<file path="config.mk">
export PLATFORM = sky130hd
export DESIGN_NAME = fixed_length_number_to_ascii_digits_top
export DESIGN_NICKNAME = d
export VERILOG_FILES = /design/src/design/nta_pkg.sv /design/src/design/fixed_length_number_to_ascii_digits_top.sv /design/src/design/nta_digits.sv /design/src/design/nta_seq.sv
export SDC_FILE = /design/constraint.sdc
export NUM_CORES = 1
export LEC_CHECK = 0
export BUFFER_PORTS_ARGS = -buffer_cell sky130_fd_sc_hd__buf_2
export CAP_MARGIN = 20
export CORE_UTILIZATION = 60
export CTS_BUF_LIST = sky130_fd_sc_hd__clkbuf_16
export DETAILED_ROUTE_END_ITERATION = 10
export PLACE_DENSITY = 0.88
export SETUP_SLACK_MARGIN = 0.4
export SYNTH_ARGS = -nofsm -noshare
export SYNTH_HDL_FRONTEND = slang
export SYNTH_SLANG_ARGS = --single-unit
export TNS_END_PERCENT = 50
</file>
<file path="constraint.sdc">
create_clock -name clk -period 4.7 [get_ports clk]
set_input_delay 0.705 -clock clk [delete_from_list [all_inputs] [get_ports clk]]
set_output_delay 0.705 -clock clk [all_outputs]
set_load 0.02 [all_outputs]
</file>
<file path="src/design/nta_pkg.sv">
// Package for the number-to-ASCII formatter: modes, FSM states, control
// structs, character constants and the digit-to-character function.
// No dependencies; used by every module of the block.
`timescale 1ns / 1ps
`default_nettype none

package nta_pkg;

    // Digit shift register: ten BCD digits, the most significant at the top
    localparam int DigW   = 40;
    localparam int WordW  = 32;
    localparam int NumDec = 10;

    // Digit slots per mode
    localparam logic [5:0] MaxDec = 6'd10;
    localparam logic [5:0] MaxHex = 6'd8;
    localparam logic [5:0] MaxBin = 6'd32;

    // Last double-dabble step
    localparam logic [4:0] ConvLast = 5'd31;

    // ASCII codes
    localparam logic [6:0] CharZero  = 7'h30;
    localparam logic [6:0] CharA     = 7'h41;
    localparam logic [6:0] CharPlus  = 7'h2B;
    localparam logic [6:0] CharMinus = 7'h2D;

    typedef enum logic [1:0] {
        MODE_UDEC = 2'd0,
        MODE_SDEC = 2'd1,
        MODE_HEX  = 2'd2,
        MODE_BIN  = 2'd3
    } mode_t;

    typedef enum logic [2:0] {
        ST_IDLE,
        ST_CONV,
        ST_ALIGN,
        ST_SIGN,
        ST_EMIT
    } state_t;

    // Sequencer to digit shift register
    typedef struct packed {
        logic load;   // take a new word
        logic dec;    // decimal load: clear digits, word goes to source
        logic conv;   // one double-dabble step
        logic shift;  // drop the top digit
        logic bin;    // digits are one bit wide
    } ctl_t;

    // Sequencer to output stage
    typedef struct packed {
        logic valid;  // put one character into the output register
        logic sign;   // the character is the sign
        logic last;   // final character of the number
    } emit_t;

    // 0-9 -> '0'-'9', 10-15 -> 'A'-'F'
    function automatic logic [6:0] digit_char(input logic [3:0] d);
        logic [6:0] wide;
        wide = {3'b000, d};
        if (d < 4'd10)
            return CharZero + wide;
        else
            return CharA + wide - 7'd10;
    endfunction

endpackage

`default_nettype wire

</file>
<file path="src/design/fixed_length_number_to_ascii_digits_top.sv">
// Top level of the number-to-ASCII formatter: stream ports, sign handling,
// column tracking and output register. Depends on nta_pkg, nta_digits, nta_seq.
//
// One number is taken at a time and turned into one transfer per character,
// most significant digit first. Decimal items first go through a bit-serial
// double-dabble conversion, one source bit per cycle; every mode then drops
// unwanted high digits one per cycle (slots minus digit_count), hands over to
// emission and sends the optional sign and the digits one per cycle while
// the output register can take them.
// A new item is accepted once the last character sits in the output register.
`timescale 1ns / 1ps
`default_nettype none

module fixed_length_number_to_ascii_digits_top (
    input  wire logic        clk,
    input  wire logic        rst_n,
    input  wire logic        s_tvalid,
    output logic             s_tready,
    // value[31:0], digit_count[37:32], text_line[40:38], start_column[45:41], zero pad
    input  wire logic [47:0] s_tdata,
    // mode[1:0]
    input  wire logic [1:0]  s_tuser,
    output logic             m_tvalid,
    input  wire logic        m_tready,
    // out_line[2:0], out_column[8:3], ascii_char[15:9]
    output logic [15:0]      m_tdata,
    // last_char
    output logic             m_tlast
);

    logic                       start;
    logic                       idle;
    logic                       out_free;
    logic [nta_pkg::WordW-1:0]  in_value;
    logic [5:0]                 in_count;
    logic [2:0]                 in_line;
    logic [4:0]                 in_column;
    logic                       in_neg;
    logic [nta_pkg::WordW-1:0]  magnitude;
    logic [3:0]                 top_digit;
    nta_pkg::ctl_t              ctl;
    nta_pkg::emit_t             emit;

    logic       neg_reg;
    logic       neg_next;
    logic [2:0] line_reg;
    logic [2:0] line_next;
    logic [5:0] col_reg;
    logic [5:0] col_next;
    logic       m_valid_reg;
    logic       m_valid_next;
    logic [2:0] out_line_reg;
    logic [2:0] out_line_next;
    logic [5:0] out_column_reg;
    logic [5:0] out_column_next;
    logic [6:0] ascii_char_reg;
    logic [6:0] ascii_char_next;
    logic       last_char_reg;
    logic       last_char_next;

    // Unpack the input transfer
    assign in_value  = s_tdata[31:0];
    assign in_count  = s_tdata[37:32];
    assign in_line   = s_tdata[40:38];
    assign in_column = s_tdata[45:41];
    assign s_tready  = idle;
    assign start     = s_tvalid && idle;
    assign out_free  = !m_valid_reg || m_tready;

    // Magnitude of a negative signed value
    assign in_neg    = (nta_pkg::mode_t'(s_tuser) == nta_pkg::MODE_SDEC) &&
                       in_value[nta_pkg::WordW-1];
    assign magnitude = in_neg ? (~in_value + 32'd1) : in_value;

    nta_seq u_seq (
        .clk      (clk),
        .rst_n    (rst_n),
        .start    (start),
        .in_mode  (s_tuser),
        .in_count (in_count),
        .out_free (out_free),
        .idle     (idle),
        .ctl      (ctl),
        .emit     (emit)
    );

    nta_digits u_digits (
        .clk       (clk),
        .ctl       (ctl),
        .load_word (magnitude),
        .top_digit (top_digit)
    );

    // Per-item line, column and sign
    always_comb
    begin
        neg_next  = neg_reg;
        line_next = line_reg;
        col_next  = col_reg;
        if (start)
        begin
            neg_next  = in_neg;
            line_next = in_line;
            col_next  = {1'b0, in_column};
        end
        else if (emit.valid)
        begin
            col_next = col_reg + 6'd1;
        end
    end

    // Output register
    always_comb
    begin
        m_valid_next    = m_valid_reg;
        out_line_next   = out_line_reg;
        out_column_next = out_column_reg;
        ascii_char_next = ascii_char_reg;
        last_char_next  = last_char_reg;
        if (emit.valid)
        begin
            m_valid_next    = 1'b1;
            out_line_next   = line_reg;
            out_column_next = col_reg;
            last_char_next  = emit.last;
            if (emit.sign)
                ascii_char_next = neg_reg ? nta_pkg::CharMinus : nta_pkg::CharPlus;
            else
                ascii_char_next = nta_pkg::digit_char(top_digit);
        end
        else if (m_tready)
        begin
            m_valid_next = 1'b0;
        end
    end

    always_ff @(posedge clk or negedge rst_n)
    begin
        if (!rst_n)
            m_valid_reg <= 1'b0;
        else
            m_valid_reg <= m_valid_next;
    end

    always_ff @(posedge clk)
    begin
        neg_reg        <= neg_next;
        line_reg       <= line_next;
        col_reg        <= col_next;
        out_line_reg   <= out_line_next;
        out_column_reg <= out_column_next;
        ascii_char_reg <= ascii_char_next;
        last_char_reg  <= last_char_next;
    end

    assign m_tvalid = m_valid_reg;
    assign m_tdata  = {ascii_char_reg, out_column_reg, out_line_reg};
    assign m_tlast  = last_char_reg;

endmodule

`default_nettype wire

</file>
<file path="src/design/nta_digits.sv">
// Digit shift register: bit-serial double-dabble for decimal, then one digit
// shifted out of the top per step. Depends on nta_pkg.
`timescale 1ns / 1ps
`default_nettype none

module nta_digits (
    input  wire logic                         clk,
    input  wire nta_pkg::ctl_t                ctl,
    input  wire logic [nta_pkg::WordW-1:0]    load_word,
    output logic      [3:0]                   top_digit
);

    logic [nta_pkg::DigW-1:0]  dig_reg;
    logic [nta_pkg::DigW-1:0]  dig_next;
    logic [nta_pkg::WordW-1:0] src_reg;
    logic [nta_pkg::WordW-1:0] src_next;
    logic [nta_pkg::DigW-1:0]  adj;

    // Add 3 to every BCD digit of 5 or more before the shift
    always_comb
    begin
        for (int i = 0; i < nta_pkg::NumDec; i++)
        begin
            if (dig_reg[i*4 +: 4] >= 4'd5)
                adj[i*4 +: 4] = dig_reg[i*4 +: 4] + 4'd3;
            else
                adj[i*4 +: 4] = dig_reg[i*4 +: 4];
        end
    end

    // Load, convert or shift out
    always_comb
    begin
        dig_next = dig_reg;
        src_next = src_reg;
        if (ctl.load)
        begin
            if (ctl.dec)
            begin
                dig_next = '0;
                src_next = load_word;
            end
            else
            begin
                dig_next = {load_word, 8'h00};
            end
        end
        else if (ctl.conv)
        begin
            dig_next = {adj[nta_pkg::DigW-2:0], src_reg[nta_pkg::WordW-1]};
            src_next = {src_reg[nta_pkg::WordW-2:0], 1'b0};
        end
        else if (ctl.shift)
        begin
            if (ctl.bin)
                dig_next = {dig_reg[nta_pkg::DigW-2:0], 1'b0};
            else
                dig_next = {dig_reg[nta_pkg::DigW-5:0], 4'h0};
        end
    end

    // Payload only, no reset
    always_ff @(posedge clk)
    begin
        dig_reg <= dig_next;
        src_reg <= src_next;
    end

    assign top_digit = ctl.bin ? {3'b000, dig_reg[nta_pkg::DigW-1]}
                               : dig_reg[nta_pkg::DigW-1 -: 4];

endmodule

`default_nettype wire

</file>
<file path="src/design/nta_seq.sv">
// Sequencer: conversion, alignment and emission counters and the FSM that
// drives the digit register and the output stage. Depends on nta_pkg.
`timescale 1ns / 1ps
`default_nettype none

module nta_seq (
    input  wire logic           clk,
    input  wire logic           rst_n,
    input  wire logic           start,
    input  wire logic [1:0]     in_mode,
    input  wire logic [5:0]     in_count,
    input  wire logic           out_free,
    output logic                idle,
    output nta_pkg::ctl_t       ctl,
    output nta_pkg::emit_t      emit
);

    nta_pkg::state_t state_reg;
    nta_pkg::state_t state_next;
    logic [4:0]      conv_cnt_reg;
    logic [4:0]      conv_cnt_next;
    logic [5:0]      align_reg;
    logic [5:0]      align_next;
    logic [5:0]      rem_reg;
    logic [5:0]      rem_next;
    logic            signed_reg;
    logic            signed_next;
    logic            bin_reg;
    logic            bin_next;
    nta_pkg::mode_t  mode;
    logic [5:0]      max_digits;
    logic [5:0]      count_clamped;
    logic            is_dec;

    // Slot count per mode and clamped digit count
    always_comb
    begin
        mode = nta_pkg::mode_t'(in_mode);
        unique case (mode)
            nta_pkg::MODE_HEX: max_digits = nta_pkg::MaxHex;
            nta_pkg::MODE_BIN: max_digits = nta_pkg::MaxBin;
            default:           max_digits = nta_pkg::MaxDec;
        endcase
        count_clamped = (in_count > max_digits) ? max_digits : in_count;
        is_dec = (mode == nta_pkg::MODE_UDEC) || (mode == nta_pkg::MODE_SDEC);
    end

    // Next state
    always_comb
    begin
        state_next = state_reg;
        unique case (state_reg)
            nta_pkg::ST_IDLE:
            begin
                if (start)
                    state_next = is_dec ? nta_pkg::ST_CONV : nta_pkg::ST_ALIGN;
            end
            nta_pkg::ST_CONV:
            begin
                if (conv_cnt_reg == nta_pkg::ConvLast)
                    state_next = nta_pkg::ST_ALIGN;
            end
            nta_pkg::ST_ALIGN:
            begin
                if (align_reg == 6'd0)
                begin
                    if (signed_reg)
                        state_next = nta_pkg::ST_SIGN;
                    else if (rem_reg == 6'd0)
                        state_next = nta_pkg::ST_IDLE;
                    else
                        state_next = nta_pkg::ST_EMIT;
                end
            end
            nta_pkg::ST_SIGN:
            begin
                if (out_free)
                    state_next = (rem_reg == 6'd0) ? nta_pkg::ST_IDLE : nta_pkg::ST_EMIT;
            end
            nta_pkg::ST_EMIT:
            begin
                if (out_free && rem_reg == 6'd1)
                    state_next = nta_pkg::ST_IDLE;
            end
            default: state_next = nta_pkg::ST_IDLE;
        endcase
    end

    // Outputs
    always_comb
    begin
        idle       = (state_reg == nta_pkg::ST_IDLE);
        ctl.load   = start;
        ctl.dec    = is_dec;
        ctl.conv   = (state_reg == nta_pkg::ST_CONV);
        ctl.shift  = ((state_reg == nta_pkg::ST_ALIGN) && (align_reg != 6'd0)) ||
                     ((state_reg == nta_pkg::ST_EMIT) && out_free);
        ctl.bin    = bin_reg;
        emit.valid = ((state_reg == nta_pkg::ST_SIGN) ||
                      (state_reg == nta_pkg::ST_EMIT)) && out_free;
        emit.sign  = (state_reg == nta_pkg::ST_SIGN);
        emit.last  = (state_reg == nta_pkg::ST_SIGN) ? (rem_reg == 6'd0)
                                                     : (rem_reg == 6'd1);
    end

    // Counters and per-item flags
    always_comb
    begin
        conv_cnt_next = conv_cnt_reg;
        align_next    = align_reg;
        rem_next      = rem_reg;
        signed_next   = signed_reg;
        bin_next      = bin_reg;
        if (start)
        begin
            conv_cnt_next = 5'd0;
            align_next    = max_digits - count_clamped;
            rem_next      = count_clamped;
            signed_next   = (mode == nta_pkg::MODE_SDEC);
            bin_next      = (mode == nta_pkg::MODE_BIN);
        end
        else
        begin
            if (state_reg == nta_pkg::ST_CONV)
                conv_cnt_next = conv_cnt_reg + 5'd1;
            if (state_reg == nta_pkg::ST_ALIGN && align_reg != 6'd0)
                align_next = align_reg - 6'd1;
            if (state_reg == nta_pkg::ST_EMIT && out_free)
                rem_next = rem_reg - 6'd1;
        end
    end

    always_ff @(posedge clk or negedge rst_n)
    begin
        if (!rst_n)
        begin
            state_reg    <= nta_pkg::ST_IDLE;
            conv_cnt_reg <= 5'd0;
            align_reg    <= 6'd0;
            rem_reg      <= 6'd0;
            signed_reg   <= 1'b0;
            bin_reg      <= 1'b0;
        end
        else
        begin
            state_reg    <= state_next;
            conv_cnt_reg <= conv_cnt_next;
            align_reg    <= align_next;
            rem_reg      <= rem_next;
            signed_reg   <= signed_next;
            bin_reg      <= bin_next;
        end
    end

    // The last of the 32 double-dabble steps hands over to alignment
    a_conv_done: assert property (@(posedge clk) disable iff (!rst_n)
        (state_reg == nta_pkg::ST_CONV && conv_cnt_reg == nta_pkg::ConvLast)
        |=> (state_reg == nta_pkg::ST_ALIGN))
        else $error("conversion did not hand over to alignment");

    // Emission never runs with nothing left to send
    a_emit_rem: assert property (@(posedge clk) disable iff (!rst_n)
        (state_reg == nta_pkg::ST_EMIT) |-> (rem_reg != 6'd0))
        else $error("emit state with zero characters left");

    // Digit and alignment counts never exceed the widest mode
    a_rem_range: assert property (@(posedge clk) disable iff (!rst_n)
        (rem_reg <= nta_pkg::MaxBin) && (align_reg <= nta_pkg::MaxBin))
        else $error("digit counters out of range");

    // A sign only appears for signed items
    a_sign_mode: assert property (@(posedge clk) disable iff (!rst_n)
        (state_reg == nta_pkg::ST_SIGN) |-> signed_reg)
        else $error("sign emitted for an unsigned item");

endmodule

`default_nettype wire

</file>
======== Word-level counts from Yosys, hierarchy flattened ========
Cells that the tools add are included.
storage, ports and cells
  flip-flop bits (word level) ............. 122
  input bits .............................. 54
  output and inout bits ................... 19
  logic and storage cells ................. 133
operators by class
  $add $sub $neg .......................... 19
  magnitude comparators ................... 12
  eq/ne operators ......................... 15
  mux-type cells .......................... 45
  bitwise logic cells ..................... 1
  reduce and logical (&&, ||, !) cells .... 24
operators by type and width
  kind                                                                                 count
  40-bit 2-to-1 mux                                                                    5
  32-bit 2-to-1 mux                                                                    4
  4-bit by 3-bit greater-or-equal comparator with 1-bit output, second input constant  10
  4-bit 2-to-1 mux                                                                     10
  4-bit by 2-bit adder with 4-bit output, second input constant                        9
  32-bit by 1-bit adder with 32-bit output, second input constant                      1
  32-bit NOT                                                                           1
  6-bit 2-to-1 mux                                                                     5
  3-bit 2-to-1 mux                                                                     9
  5-bit 2-to-1 mux                                                                     4
  3-bit one-hot mux with 5 select lines                                                1
  7-bit 2-to-1 mux                                                                     2
  6-bit zero test                                                                      2
  6-bit one-hot mux with 2 select lines                                                1
  6-bit by 1-bit subtractor with 6-bit output, second input constant                   2
  2-bit by 1-bit != test with 1-bit output, second input constant                      5
  2-bit nonzero test                                                                   5
  6-bit by 4-bit adder with 7-bit output, first input constant                         1
  7-bit by 4-bit adder with 7-bit output, first input constant                         1
  7-bit by 4-bit subtractor with 7-bit output, second input constant                   1
  6-bit by 1-bit adder with 6-bit output, second input constant                        1
  3-bit by 2-bit == test with 1-bit output, second input constant                      2
  6-bit by 1-bit == test with 1-bit output, second input constant                      1
  6-bit > comparator                                                                   1
  other kinds (21)                                                                     32

======== Logic depth before layout (Yosys ltp) ========
  word-level depth ........................ 7
  mapped depth ............................ 13
  mapped depth without buffers ............ 12

======== By module ========
Synthesis repeated with hierarchy kept, for this count alone.
unflattened totals
  cell total of the unflattened synthesis .. 813
  area, all modules ....................... 8,245.4 um2
modules (own cells, without submodules)
  module                                   instances  cells each  area each (um2)  seq. area each (um2)
  nta_digits                               1          434         4,667.0          2,162.1
  fixed_length_number_to_ascii_digits_top  1          187         1,884.3          825.8
  nta_seq                                  1          192         1,694.1          550.5

======== Worst setup path before layout ========
Ideal clock, no wire load.
  path type ............................... input-to-reg
  from .................................... input s_tvalid
  to ...................................... register u_digits.src_reg[0] in the netlist's numbering (enable)
  library setup time ...................... 0.466 ns
  data arrival time ....................... 4.046 ns
  required time ........................... 4.234 ns
  slack ................................... 0.189 ns
  stages on the path ...................... 5
  buffers on the path ..................... 3
  cells stage by stage .................... or4b_1 buf_2 clkbuf_1 clkbuf_1 o21ai_0
between the ends
  longest elaborated chain between the ends .. 3
  elaborated cells on any way between the ends .. 4
  classes of those cells .................. eq/ne: 1; reduce/logical: 3
ends and longest elaborated chain
  element                                                                                          line                                           text
  start, declared                                                                                  fixed_length_number_to_ascii_digits_top.sv:17  input wire logic s_tvalid,
  1-bit logical AND *                                                                              fixed_length_number_to_ascii_digits_top.sv:67  assign start = s_tvalid && idle;
  2-bit by 1-bit != test with 1-bit output (no line) / 2-bit nonzero test (equally long branches)  -
  2-bit AND reduction (no line) *                                                                  -
  end signal, assigned                                                                             nta_digits.sv:66                               src_reg <= src_next;
  end, declared                                                                                    nta_digits.sv:15                               logic [nta_pkg::WordW-1:0] src_reg;
Mark *: on every way between the ends. The rest lies on a longest branch, timed or not.
A chain may end at the register's enable or synchronous reset.

======== Worst setup path after layout ========
  from .................................... input s_tuser[1]
  to ...................................... register u_seq.align_reg[3]
between the ends
  longest elaborated chain between the ends .. 6
  elaborated cells on any way between the ends .. 7
  classes of those cells .................. add/sub: 1; order compare: 1; eq/ne: 2; mux: 3
ends and longest elaborated chain
  element                                  line                                           text
  start, declared                          fixed_length_number_to_ascii_digits_top.sv:22  input wire logic [1:0] s_tuser,
  2-bit == test                            nta_seq.sv:39                                  unique case (mode)
  6-bit one-hot mux with 2 select lines *  nta_seq.sv:39
  6-bit > comparator                       nta_seq.sv:44                                  count_clamped = (in_count > max_digits) ? max_digits : in_count;
  6-bit 2-to-1 mux                         nta_seq.sv:44
  6-bit subtractor *                       nta_seq.sv:117                                 align_next = max_digits - count_clamped;
  6-bit 2-to-1 mux *                       nta_seq.sv:114                                 if (start)
  end signal, assigned                     nta_seq.sv:148                                 align_reg <= align_next;
  end, declared                            nta_seq.sv:22                                  logic [5:0] align_reg;
Marked as above.

==> metrics.txt <==
outcome finished clean; first-pass GRT wire length 30.0 mm; cell with the most instances after synthesis edfxtp_1; Worst-Skew Late Latency 0.43 ns; hold crit path type input pin to asynchronous set/reset pin; XOR/XNOR Fraction of Synth Area 5.97%; antenna viol nets, final 0; CP Depth 13; I/O pin total 73; hold_buf cts 0; crit path from s_tuser[1]; pwr/cell area 702 nW/um2; CP max stage cell a311o_1; CP Class input pin to flip-flop; initial antenna violation count 0; Top FF cell, synth edfxtp_1; Core ar. 12800 um2; period utilisation layout 77.3%; sw frac 40.2%; clk root buf clkbuf_16; Max clock buf depth 2; Logic pwr share 41.7%; vias in the first global route 5989; Post-synth top cells edfxtp_1, nand2_1, a21oi_1; Worst EP arrival 3.94 ns; Compound-Gate Fraction of Synth Area 17.0%; Filler cells 930; FF-to-FF End u_digits.dig_reg[7]; row count 41; gpl congestion 0.919; synth-to-layout area growth 13.5%; Die Wd 117 um; mux contribution to synthesized area 5.26%; CP required 5.01 ns; layout cells sized above 1 15.6%; maximum clock rate 275 MHz; initial core utilization 62.1%; # clock sinks 122; detailed placement HPWL 12.5 mm; worst r2r src u_seq.state_reg[0]; clk slew on worst S/H paths 0.05 ns; max-cap viol count 0; Unique masters post-synth 76; clock period minus worst slack 3.63 ns; Detailed Routing Iterations Pass 1 7; number of enable flip-flop cells after synthesis 98; Synth area leader edfxtp_1; CTS resizes 0; P_int 0.00378 W; R2R setup slack 1.63 ns; Worst R2R Path Depth 5; max reg flops 40; largest family of logic cells by synthesized area simple AND/OR/NAND/NOR gates; CP bufs+invs 1; Max VDD drop 0.000431 V; CTS tree done; routed wire length 18.8 mm; largest net degree at the start of global routing 51; endpoint class of the critical path flip-flop; Post-Synth Simple-Gate Area 17.6%; Setup violations, final 0; worst slew pin tran 0.727 ns; setup TNS 0 ns; Final Max Tran Viols 0; drt via density 6.25; Tot Pwr 0.00631 W; vias 6618; Syn Nets 904; Area contributors post-synth edfxtp_1, dfrtp_1, ha_1, a21oi_1, mux2i_1; cts bufs inserted 17; Crit Path Max Fanout 15; CP delay by family, top compound AO/OA/AOI/OAI gates; 1st-iter DRT viols 850; asr flop ratio synth 18.9%; Syn. warnings 0; Psw 0.00253 W; worst path cell trace buf_2 > nand2_1 > ha_1 > nand2b_1 > a311o_1 > a22oi_2 > mux2i_1 > ha_1 > nand2b_1 > a21oi_1 > nor4_1 > o32ai_1 > a31o_2; Post-CTS Setup Inserts 0; clock share of power 21.1%; unrepaired setup endpoints after global routing false; worst setup path endpoint u_seq.align_reg[3]; area of the mapped netlist 7930 um2; Worst slew margin 51.5%; Syn Inst Count 816; grt ovf 0; GR Util All Layers 28.8%; count of final hold-check violations 0; crit-path max cell delay 0.41 ns; die area 13700 um2; Port Buffers 70; P_leak 3.52 nW; Avg Inst Size Synth 9.71 um2; Startpoint Class input pin; #FFs+latches synth 122; fin util 70.4%; die height 117 um; post-route DRC violation count 0; Flop pwr share 37.1%; Routed WL per cell 17.7 um; final hold slack 0.255 ns; share of Yosys cell area claimed by the top area cell type 37.1%; Setup Skew 0.0117 ns; adder-cell share of the synthesized area 5.46%; H-tree levels 4; ANT cells 0; Final nets 962; sequential share of the synthesized area 44.6%
cell type report:
cell class	instances	area [um2]	area share (%)
flip-flops and latches	122	3540	39.4
clock buffers	17	425	4.73
multi-input cells	615	4080	45.3
well taps	172	215	2.39
repair buffers	78	410	4.56
clock inverters	15	178	1.98
inverters	40	150	1.67
per-stage QoR:
step	cell area, um2	setup WS, ns	std cells
final	8990	1.07	1059
after global routing	8990	0.883	1059
after CTS	8990	1.14	1059
after detailed placement	8390	0.725	1027
after global placement	8390	0.829	1027
after floorplan	7930	1.05	816
routing by layer:
layer	vias to the layer above	part of all wire [%]	GRT usage, %	wire length [um]
met4	0	1.9	10.4	352
met2	310	48	45.8	8960
met5	-	0	0	0
met1	3162	43	39.7	8070
li1	3115	-	-	-
met3	31	7.5	5.36	1410
how the worst min path moves through the flow:
stage | slack [ns] | cells after the start | to | start
finish | 0.25 | 1 | u_seq.rem_reg[4] | rst_n
global route | 0.29 | 1 | u_seq.rem_reg[4] | rst_n
CTS | 0.26 | 1 | u_seq.rem_reg[4] | rst_n
detailed placement | 0.41 | 0 | out_line_reg[2] | line_reg[2]
global placement | 0.40 | 0 | out_line_reg[0] | line_reg[0]
floorplan | 0.40 | 0 | out_line_reg[0] | line_reg[0]
cell families (layout without fill, tap and decap cells):
| family | count (synthesis) | in the layout |
|---|---|---|
| AND/OR/NAND/NOR | 268 | 268 |
| AO/OA/AOI/OAI | 218 | 218 |
| adder cells (fa/ha/maj) | 34 | 34 |
| flip-flops | 122 | 122 |
| XOR/XNOR | 54 | 54 |
| buffers and inverters | 79 | 150 |
| multiplexers | 41 | 41 |
cells in the final DEF, fill, tap and decap left out, types with 22 or more instances in the layout:
cell type	count
edfxtp_1	98
nand2_1	86
a21oi_1	73
buf_2	70
o21ai_0	65
nor2_1	56
inv_1	39
mux2i_1	36
xnor2_1	34
ha_1	33
nand2b_1	24
dfrtp_1	22
power by group through the flow:
stage | registers (W) | logic (W) | clock network, W
floorplan | 0.00226 | 0.00197 | 0
global placement | 0.00232 | 0.00244 | 0
detailed placement | 0.00234 | 0.00256 | 0
CTS | 0.00233 | 0.00261 | 0.00134
global route | 0.00241 | 0.00292 | 0.00139
finish | 0.00234 | 0.00263 | 0.00133
Power figures use the tool's default switching activity.
